File: config.mk
export PLATFORM = sky130hd
export DESIGN_NAME = array_priority_queue_max
export DESIGN_NICKNAME = d
export VERILOG_FILES = /design/src/hw/rtl/apqm_pkg.sv /design/src/hw/rtl/array_priority_queue_max.sv /design/src/hw/rtl/apqm_ram.sv
export SDC_FILE = /design/constraint.sdc
export NUM_CORES = 2
export LEC_CHECK = 0
export ABC_AREA = 0
export BUFFER_PORTS_ARGS = -buffer_cell sky130_fd_sc_hd__buf_2
export CAP_MARGIN = 20
export CORE_UTILIZATION = 35
export DETAILED_ROUTE_END_ITERATION = 10
export GPL_TIMING_DRIVEN = 0
export PLACE_DENSITY = 0.52
export SKIP_LAST_GASP = 1
export SYNTH_ARGS = -nofsm -noshare
export SYNTH_HDL_FRONTEND = slang
export SYNTH_SLANG_ARGS = --single-unit
export TNS_END_PERCENT = 20
File: constraint.sdc
create_clock -name clock -period 16.7 [get_ports clock]
set_input_delay 5.01 -clock clock [delete_from_list [all_inputs] [get_ports clock]]
set_output_delay 5.01 -clock clock [all_outputs]
set_load 0.05 [all_outputs]
File: src/hw/rtl/apqm_pkg.sv
`default_nettype none

package apqm_pkg;

   localparam int DEPTH_DEFAULT = 8;
   localparam int FILL_W        = 4;

   localparam logic OP_ENQUEUE = 1'b0;
   localparam logic OP_DEQUEUE = 1'b1;

   localparam logic [1:0] STATUS_DONE  = 2'd0;
   localparam logic [1:0] STATUS_FULL  = 2'd1;
   localparam logic [1:0] STATUS_EMPTY = 2'd2;

   typedef struct packed {
      logic               operation;
      logic signed [31:0] key;
      logic [63:0]        name_low;
      logic [15:0]        name_high;
   } req_type;

   typedef struct packed {
      logic [1:0]         status;
      logic signed [31:0] out_key;
      logic [63:0]        out_name_low;
      logic [15:0]        out_name_high;
      logic [FILL_W-1:0]  fill;
   } rsp_type;

   // one stored entry, as kept in the slot memory
   typedef struct packed {
      logic signed [31:0] key;
      logic [63:0]        name_low;
      logic [15:0]        name_high;
   } entry_type;

   localparam int ENTRY_W = $bits(entry_type);

endpackage

`default_nettype wire

File: src/hw/rtl/array_priority_queue_max.sv
// Channel   Ports                      Handshake
// request   start, busy, req_item      taken when start is high and busy is low
// response  rsp_valid, rsp_item        one cycle per item, strobe rsp_valid
//
// Enqueue: result on the next cycle; a new item may follow at once.
// Dequeue of n held entries with the winner at slot b: busy for n reads
// through the memory's single read port to find the largest key, then
// n-1-b read/write pairs to close the gap; result in the cycle after.
// Full and empty cases answer on the next cycle. Reset empties the queue; the slot
// memory itself is not cleared. Results cannot be held off by the receiver.
`default_nettype none

module array_priority_queue_max #(
   parameter int DEPTH = apqm_pkg::DEPTH_DEFAULT
) (
   input  wire logic              clock,
   input  wire logic              reset,
   input  wire logic              start,
   output logic                   busy,
   input  wire apqm_pkg::req_type req_item,
   output logic                   rsp_valid,
   output apqm_pkg::rsp_type      rsp_item
);

   localparam int AW    = $clog2(DEPTH);
   localparam int CW    = $clog2(DEPTH + 1);
   localparam int FillW = apqm_pkg::FILL_W;
   localparam int EntW  = apqm_pkg::ENTRY_W;

   typedef enum logic [1:0] {
      ST_IDLE,
      ST_SCAN,
      ST_SHIFT
   } state_type;

   state_type           state_ff, state_in;
   logic [CW-1:0]       count_ff, count_in;
   logic [AW-1:0]       idx_ff, idx_in;
   apqm_pkg::entry_type best_ff, best_in;
   logic [AW-1:0]       best_idx_ff, best_idx_in;
   logic                rsp_valid_ff, rsp_valid_in;
   apqm_pkg::rsp_type   rsp_ff, rsp_in;

   logic                ram_wr_en;
   logic [AW-1:0]       ram_wr_addr;
   apqm_pkg::entry_type ram_wr_data;
   logic                ram_rd_en;
   logic [AW-1:0]       ram_rd_addr;
   logic [EntW-1:0]     ram_rd_bits;
   apqm_pkg::entry_type ram_rd_data;

   logic [CW-1:0]       last_idx;
   logic                take_new;
   apqm_pkg::entry_type sel_entry;
   logic [AW-1:0]       sel_idx;
   apqm_pkg::entry_type new_entry;

   apqm_ram #(
      .WIDTH (EntW),
      .DEPTH (DEPTH)
   ) u_slots (
      .clock   (clock),
      .wr_en   (ram_wr_en),
      .wr_addr (ram_wr_addr),
      .wr_data (ram_wr_data),
      .rd_en   (ram_rd_en),
      .rd_addr (ram_rd_addr),
      .rd_data (ram_rd_bits)
   );

   assign ram_rd_data = apqm_pkg::entry_type'(ram_rd_bits);
   assign last_idx    = count_ff - CW'(1);

   assign new_entry.key       = req_item.key;
   assign new_entry.name_low  = req_item.name_low;
   assign new_entry.name_high = req_item.name_high;

   // strict compare keeps the oldest entry among equal keys
   assign take_new  = (idx_ff == '0) || ($signed(ram_rd_data.key) > $signed(best_ff.key));
   assign sel_entry = take_new ? ram_rd_data : best_ff;
   assign sel_idx   = take_new ? idx_ff : best_idx_ff;

   always_comb begin
      state_in     = state_ff;
      count_in     = count_ff;
      idx_in       = idx_ff;
      best_in      = best_ff;
      best_idx_in  = best_idx_ff;
      rsp_valid_in = 1'b0;
      rsp_in       = rsp_ff;
      ram_wr_en    = 1'b0;
      ram_wr_addr  = '0;
      ram_wr_data  = new_entry;
      ram_rd_en    = 1'b0;
      ram_rd_addr  = '0;

      unique case (state_ff)
         ST_IDLE: begin
            if (start) begin
               rsp_in.out_key       = '0;
               rsp_in.out_name_low  = '0;
               rsp_in.out_name_high = '0;
               if (req_item.operation == apqm_pkg::OP_ENQUEUE) begin
                  rsp_valid_in = 1'b1;
                  if (count_ff == CW'(DEPTH)) begin
                     rsp_in.status = apqm_pkg::STATUS_FULL;
                     rsp_in.fill   = FillW'(count_ff);
                  end else begin
                     ram_wr_en     = 1'b1;
                     ram_wr_addr   = count_ff[AW-1:0];
                     count_in      = count_ff + CW'(1);
                     rsp_in.status = apqm_pkg::STATUS_DONE;
                     rsp_in.fill   = FillW'(count_ff + CW'(1));
                  end
               end else begin
                  if (count_ff == '0) begin
                     rsp_valid_in  = 1'b1;
                     rsp_in.status = apqm_pkg::STATUS_EMPTY;
                     rsp_in.fill   = '0;
                  end else begin
                     ram_rd_en   = 1'b1;
                     ram_rd_addr = '0;
                     idx_in      = '0;
                     state_in    = ST_SCAN;
                  end
               end
            end
         end

         ST_SCAN: begin
            // read data for slot idx_ff arrives this cycle
            best_in     = sel_entry;
            best_idx_in = sel_idx;
            if (CW'(idx_ff) != last_idx) begin
               ram_rd_en   = 1'b1;
               ram_rd_addr = AW'(CW'(idx_ff) + CW'(1));
               idx_in      = AW'(CW'(idx_ff) + CW'(1));
            end else if (CW'(sel_idx) != last_idx) begin
               ram_rd_en   = 1'b1;
               ram_rd_addr = AW'(CW'(sel_idx) + CW'(1));
               idx_in      = sel_idx;
               state_in    = ST_SHIFT;
            end else begin
               count_in             = last_idx;
               rsp_valid_in         = 1'b1;
               rsp_in.status        = apqm_pkg::STATUS_DONE;
               rsp_in.out_key       = sel_entry.key;
               rsp_in.out_name_low  = sel_entry.name_low;
               rsp_in.out_name_high = sel_entry.name_high;
               rsp_in.fill          = FillW'(last_idx);
               state_in             = ST_IDLE;
            end
         end

         ST_SHIFT: begin
            // slot idx_ff+1 arrives; move it down one
            ram_wr_en   = 1'b1;
            ram_wr_addr = idx_ff;
            ram_wr_data = ram_rd_data;
            if (CW'(idx_ff) + CW'(1) != last_idx) begin
               ram_rd_en   = 1'b1;
               ram_rd_addr = AW'(CW'(idx_ff) + CW'(2));
               idx_in      = AW'(CW'(idx_ff) + CW'(1));
            end else begin
               count_in             = last_idx;
               rsp_valid_in         = 1'b1;
               rsp_in.status        = apqm_pkg::STATUS_DONE;
               rsp_in.out_key       = best_ff.key;
               rsp_in.out_name_low  = best_ff.name_low;
               rsp_in.out_name_high = best_ff.name_high;
               rsp_in.fill          = FillW'(last_idx);
               state_in             = ST_IDLE;
            end
         end

         default: begin
            state_in = ST_IDLE;
         end
      endcase
   end

   always_ff @(posedge clock) begin
      if (reset) begin
         state_ff     <= ST_IDLE;
         count_ff     <= '0;
         rsp_valid_ff <= 1'b0;
      end else begin
         state_ff     <= state_in;
         count_ff     <= count_in;
         rsp_valid_ff <= rsp_valid_in;
      end
      idx_ff      <= idx_in;
      best_ff     <= best_in;
      best_idx_ff <= best_idx_in;
      rsp_ff      <= rsp_in;
   end

   assign busy      = (state_ff != ST_IDLE);
   assign rsp_valid = rsp_valid_ff;
   assign rsp_item  = rsp_ff;

endmodule

`default_nettype wire

File: src/hw/rtl/apqm_ram.sv
`default_nettype none

module apqm_ram #(
   parameter int WIDTH = 8,
   parameter int DEPTH = 8
) (
   input  wire logic                     clock,
   input  wire logic                     wr_en,
   input  wire logic [$clog2(DEPTH)-1:0] wr_addr,
   input  wire logic [WIDTH-1:0]         wr_data,
   input  wire logic                     rd_en,
   input  wire logic [$clog2(DEPTH)-1:0] rd_addr,
   output logic      [WIDTH-1:0]         rd_data
);

   logic [WIDTH-1:0] mem_ff [DEPTH];
   logic [WIDTH-1:0] rd_data_ff;

   always_ff @(posedge clock) begin
      if (wr_en) begin
         mem_ff[wr_addr] <= wr_data;
      end
      if (rd_en) begin
         rd_data_ff <= mem_ff[rd_addr];
      end
   end

   assign rd_data = rd_data_ff;

endmodule

`default_nettype wire
; ---- Word level (Yosys, flattened, before mapping)
; Memories as Yosys holds them, arrays and structs flattened. A register that Yosys moved wholly into a read port is not among the register bits.
; Cells that the tools add are included.
[totals]
reg_bits = 243
mem_bits_rw = 896
input_bits = 116
output_inout_bits = 120
elab_cells = 109
mem_count = 1
[op_classes]
n_addsub = 5
n_lt_le_gt_ge = 1
eq_ne = 16
n_mux = 62
n_reduce_logical = 11
[memory_table]
columns = name, words, width, read_ports, rd_ports_with_merged_regs, wr, line_no
row1 = u_slots.mem_ff, 8, 112, 1, 1, 1, apqm_ram.sv:16  ; logic [WIDTH-1:0] mem_ff [DEPTH];
[op_table]
columns = op, n
row1 = $mux W118, 4
row2 = $pmux W118 S3, 1
row3 = $mux W112, 2
row4 = $mux W3, 13
row5 = $gt A32 B32 Y1, 1
row6 = $mux W4, 8
row7 = $mux W1, 18
row8 = $reduce_and A6 Y1, 3
row9 = $mux W2, 8
row10 = $ne A2 B2 Y1 const B, 8
row11 = $pmux W3 S2, 2
row12 = $pmux W4 S3, 1
row13 = $reduce_and A5 Y1, 2
row14 = $pmux W3 S3, 1
row15 = $ne A3 B4 Y1, 2
row16 = $ne A3 B3 Y1 const B, 2
row17 = $pmux W1 S3, 2
row18 = $pmux W2 S3, 1
row19 = $add A3 B1 Y4 const B, 1
row20 = $add A4 B1 Y4 const B, 1
row21 = $eq A4 B4 Y1 const B, 1
row22 = $logic_not A4 Y1, 1
row23 = $ne A4 B4 Y1, 1
row24 = $sub A4 B1 Y4 const B, 1
row25 = other kinds (10), 10

; ---- Depth between registers and ports, before layout
[depth]
word_depth = 7
mapped_depth = 23
depth_no_buf = 18

; ---- Cells and area by module
; From an unflattened synthesis, not the netlist that was laid out.
[unflattened]
cells_unflattened = 2460
area_unflattened_um2 = 50449.6
[by_module_without_submodules]
columns = module, instances, cells_per_inst, area_each_um2, seq_area_each_um2
row1 = apqm_ram, 1, 1419, 37278.3, 30269.0
row2 = array_priority_queue_max, 1, 1041, 13171.4, 7226.9

; ---- Least setup slack after synthesis
; Ideal clock, no wire load.
[synth_path]
path_kind = in2reg
startpoint = in start
endpoint = reg rsp_ff, in the netlist rsp_item[100] (enable)
setup_ps = 748
t_arrival_ps = 13302
required_time_ps = 15952
path_slack_ps = 2650
path_stages = 2
n_path_buf = 0
cell_sequence = inv_1 a211oi_1
[synth_via]
elab_chain_len = 2
[synth_lines]
columns = item, line_no
row1 = "start, declared", array_priority_queue_max.sv:18  ; input wire logic start,
row2 = $ne A2 B2 Y1 (no line), -
row3 = $reduce_and A5 Y1 (no line), -
row4 = "end signal, assigned", array_priority_queue_max.sv:195  ; rsp_ff <= rsp_in;
row5 = "end, declared", array_priority_queue_max.sv:42  ; apqm_pkg::rsp_type rsp_ff, rsp_in;
; No other way between the ends.
; A chain may end at the register's enable or synchronous reset.

; ---- Worst setup path after layout
[layout_path]
startpoint = reg u_slots.rd_data_ff[93] (netlist: u_slots.rd_data[93]), read port of u_slots.mem_ff
endpoint = reg u_slots.rd_data_ff[78] (netlist: u_slots.rd_data[78]), read port of u_slots.mem_ff (data pin)
[layout_via]
elab_chain_len = 7
word_cells_on_any_way = 11
classes_between = add/sub: 1 / order compare: 1 / eq/ne: 1 / mux: 7 / reduce/logical: 1
[layout_lines]
columns = item, line_no
row1 = "start, declared", apqm_ram.sv:17  ; logic [WIDTH-1:0] rd_data_ff;
row2 = $gt A32 B32 Y1 (*), array_priority_queue_max.sv:79  ; assign take_new = (idx_ff == '0) || ($signed(ram_rd_data.key) > $signed(best_ff.key));
row3 = $logic_or A1 B1 Y1 (*), array_priority_queue_max.sv:79
row4 = $mux W3 (*), array_priority_queue_max.sv:81  ; assign sel_idx = take_new ? idx_ff : best_idx_ff;
row5 = named net sel_idx[0], array_priority_queue_max.sv:55  ; logic [AW-1:0] sel_idx;
row6 = $add A3 B1 Y3 or $ne A3 B4 Y1 (tied branches), "array_priority_queue_max.sv:140, array_priority_queue_max.sv:138"
row7 = $mux W3 or $mux W1 (tied branches), array_priority_queue_max.sv:138  ; end else if (CW'(sel_idx) != last_idx) begin
row8 = $mux W3 or $mux W1 (tied branches), array_priority_queue_max.sv:134  ; if (CW'(idx_ff) != last_idx) begin
row9 = $pmux W3 S2 or $pmux W1 S3 (tied branches), array_priority_queue_max.sv:97  ; unique case (state_ff)
; Mark *: on every way through the listed nets, which the timed path passes. The rest lies on a longest branch.

==> flow_metrics.py <==
metrics = {
    "synth": {
        "synth_warnings": 0,
        "postSynthAreaPerCell_um2": 15.4,
        "ys_types": 62,
        "seq_area_frac_synth_pct": 71.4,
        "synthArstFlopShare_pct": 0,
        "synth_top_family_by_area": "compound AO/OA/AOI/OAI gates",
        "mappedNetlistNets": 3558,
        "xor_xnor_share_of_the_synthesized_area_pct": 0.226,
        "synth_adder_area_share_pct": 1.02,
        "compound_gate_portion_of_the_synthesized_area_pct": 9.88,
        "synth_ff_type": "edfxtp_1",
        "post_synthesis_share_of_cell_area_spent_on_and_or_nand_and_nor_gates_pct": 8.79,
        "synth-edff-count": 1244,
        "syn_inst": 3399,
        "synth.area.mux_share_pct": 6.36,
        "ys_seq_elements": 1251,
        "netlist_area_um2": 52500,
    },
    "worst_setup_path": {
        "critical_path_cell_sequence": "ha_1, and4_1, nand2_1, o221ai_1, nor4_1, a211oi_1, nor2_1, clkbuf_1, buf_1, o21ai_0, ha_1, nand2_1, a221o_1, o211ai_2, o311a_1, a31oi_1, buf_2, buf_2, a21oi_1, a211oi_2",
        "crit_slowest_cell": "buf_1",
        "family_with_the_most_delay_on_the_worst_path": "buffers and inverters",
        "wp_buf_inv": 4,
        "cp_data_arrival_time_ps": 8590,
        "stage_delay_of_the_slowest_cell_on_the_critical_path_ps": 810,
        "r2r-start": "u_slots.rd_data[93]$_DFFE_PP_",
        "path_class": "reg2reg",
        "timing.critical_path.from_type": "register",
        "r2r_slack_ps": 8660,
        "worst_r2r_dst": "u_slots.rd_data[78]$_DFFE_PP_",
        "crit_required_ps": 17250,
        "cp.depth": 20,
        "crit_path_end_kind": "register",
        "worstPathMaxFanout": 11,
        "reg2reg_depth": 20,
    },
    "placement": {
        "dpl_cell_area_um2": 57700,
        "port_buffers": 234,
        "gp_routability_congestion": 0.844,
        "dp_hpwl_um": 109000,
    },
    "worst_hold_path": {
        "hold_path.class": "reg2reg",
        "whs_endpoint": "best_ff[35]$_DFFE_PP_",
        "min-delay-start": "u_slots.rd_data[35]$_DFFE_PP_",
        "whs_path_depth": 1,
    },
    "routing": {
        "top_layer_used": "met5",
        "antenna_left": 0,
        "wirelength_met1_um": 70200,
        "drtPass1Iterations": 5,
        "met3WireLength_um": 13100,
        "detailedRoute.firstIterationViolations": 3226,
        "final_wirelength_um": 163000,
        "routed_via_density": 5.32,
        "post_drt_wl_per_cell_um": 27.4,
        "vias": 31645,
        "drc": 0,
        "met2_wirelength_um": 74600,
    },
    "grt": {
        "initial_antenna_violation_count": 13,
        "number_of_global_route_vias_before_repair": 31134,
        "grt_pass1_wl_um": 229000,
        "grt_overflow_total": 0,
        "globalRouteTotalUtil_pct": 21.3,
        "grt_start_max_net_pins": 53,
    },
    "final_layout": {
        "finish.net_count": 4001,
        "mostFrequentLayoutCells": "1,244 x edfxtp_1, 305 x buf_2, 293 x nand2_1",
        "n_fill_cell": 13500,
        "multiInputGateArea_um2": 13900,
        "final_design_area_no_fill_um2": 62000,
        "layout.cells.most_common": "edfxtp_1",
        "drive_gt1_share_pct": 24.8,
        "synthesis_to_layout_area_growth_pct": 18.0,
        "final_core_util_pct": 41.8,
        "seqCellArea_um2": 37500,
    },
    "sta": {
        "max_slew_margin_pct": 23.4,
        "finalSetupTns_ps": 0,
        "period_share_pct": 48.1,
        "achievable-frequency_ghz": 0.124,
        "final_setup_fails": 0,
        "hold_viol": 0,
        "min_period_ps": 8040,
        "timing_worst_slew_pin_value_ps": 1150,
        "finalMaxSlewViolations": 0,
        "worst_clock_skew_ps": 36.3,
        "rsz0062_at_grt": "false",
    },
    "power": {
        "cellPowerDensity_nw_per_um2": 131,
        "max_ir_drop_vdd_v": 0.0000921,
        "p_leak_nw": 19.8,
        "total_power_mw": 8.12,
    },
    "clock_network": {
        "worst_skew_pair.late_latency_ps": 770,
        "cts_root_buf": "clkbuf_16",
        "tritoncts": "done",
        "cts_inserted_buffers": 139,
        "cts_buffer_depth": 3,
        "cts.repair.resized": 0,
        "post-cts-setup-buffer-count": 0,
        "hold_buffers": 0,
        "htree_num_levels": 4,
        "cts.reportedPaths.clkPinSlew_ps": 60,
        "clock-sinks": 1251,
    },
    "floorplan": {
        "die_w_um": 389,
        "core_um2": 148000,
        "placementRows": 141,
        "num_io_pins": 236,
        "design.die.area_um2": 152000,
        "dieHeight_um": 389,
        "start_util_pct": 35.4,
    },
    "run_status": {
        "run_status": "finished, final reports clean",
    },
    "job": {
        "maxCapViolations": 0,
    },
}
-- how the worst max path moves through the flow --
stage | start | to
after floorplan | start | rsp_item[100]$_DFFE_PP_
after global placement | start | rsp_item[62]$_DFFE_PP_
after detailed placement | req_item[112] | u_slots.mem_ff[1][93]$_DFFE_PP_
after CTS | u_slots.rd_data[93]$_DFFE_PP_ | u_slots.rd_data[78]$_DFFE_PP_
after global routing | u_slots.rd_data[94]$_DFFE_PP_ | u_slots.rd_data[76]$_DFFE_PP_
final | u_slots.rd_data[93]$_DFFE_PP_ | u_slots.rd_data[78]$_DFFE_PP_
-- power by group --
part	switching [mW]	total [mW]	internal, mW
clock	1.26	2.89	1.64
combinational	0.930	1.34	0.412
sequential	0.120	3.88	3.76
total	2.31	8.12	5.81
-- cell families after synthesis --
| logic type | Yosys count |
|---|---|
| simple gates | 818 |
| flops | 1251 |
| mux | 309 |
| buf+inv | 282 |
| compound gates | 684 |
| xor+xnor | 12 |
| fa+ha+maj | 43 |
-- sequential cells by signal, indices dropped and copies added, names as in the netlist --
register	cells
best_ff	112
best_idx_ff	3
count_ff	4
idx_ff	3
rsp_item	118
rsp_valid	1
state_ff	2
u_slots.mem_ff	896
u_slots.rd_data	112
-- Yosys cell counts, types with 7 or more instances --
library cell,number,area (µm²)
clkbuf_1,131,492
ha_1,43,538
a22oi_1,117,878
mux2i_1,113,1130
mux2_2,196,2210
nand3b_1,224,1680
a211oi_1,29,218
nor3_1,7,35.0
nand3_1,7,35.0
buf_2,71,355
nor2b_1,117,732
o21ai_0,157,786
a211oi_2,92,1150
or2_2,103,644
nor2_1,23,86.3
buf_1,22,82.6
xor2_1,8,70.1
a21oi_1,137,686
a32o_1,111,1110
dfxtp_1,7,140
edfxtp_1,1244,37400
and2_1,7,43.8
inv_1,46,173
nand2_1,293,1100
-- final cells by class --
type | instances | share of cell area, %
Clock buffer | 174 | 6.00
Sequential cell | 1251 | 60.5
Clock inverter | 67 | 0.775
Inverter | 46 | 0.279
Multi-Input combinational cell | 1866 | 22.4
Buffer | 236 | 1.68
Tap cell | 2002 | 4.04
Antenna cell | 6 | 0.0242
Timing Repair Buffer | 302 | 4.25
-- through the flow --
step                      instances  hold slack [ps]  setup slack (ps)
final                          5950              596              8660
after global routing           5944              614              8510
after CTS                      5944              599              8910
after detailed placement       5703              581              8640
after global placement         5635              575             -3880
after floorplan                3399              513              2650
-- per-layer routing --
metal | GRT usage (%) | up-vias
li1 | - | 14063
met2 | 33.1 | 1264
met5 | 0 | -
met3 | 4.99 | 245
met1 | 28.9 | 16071
met4 | 7.70 | 2
(Power assumes the default switching activity.)
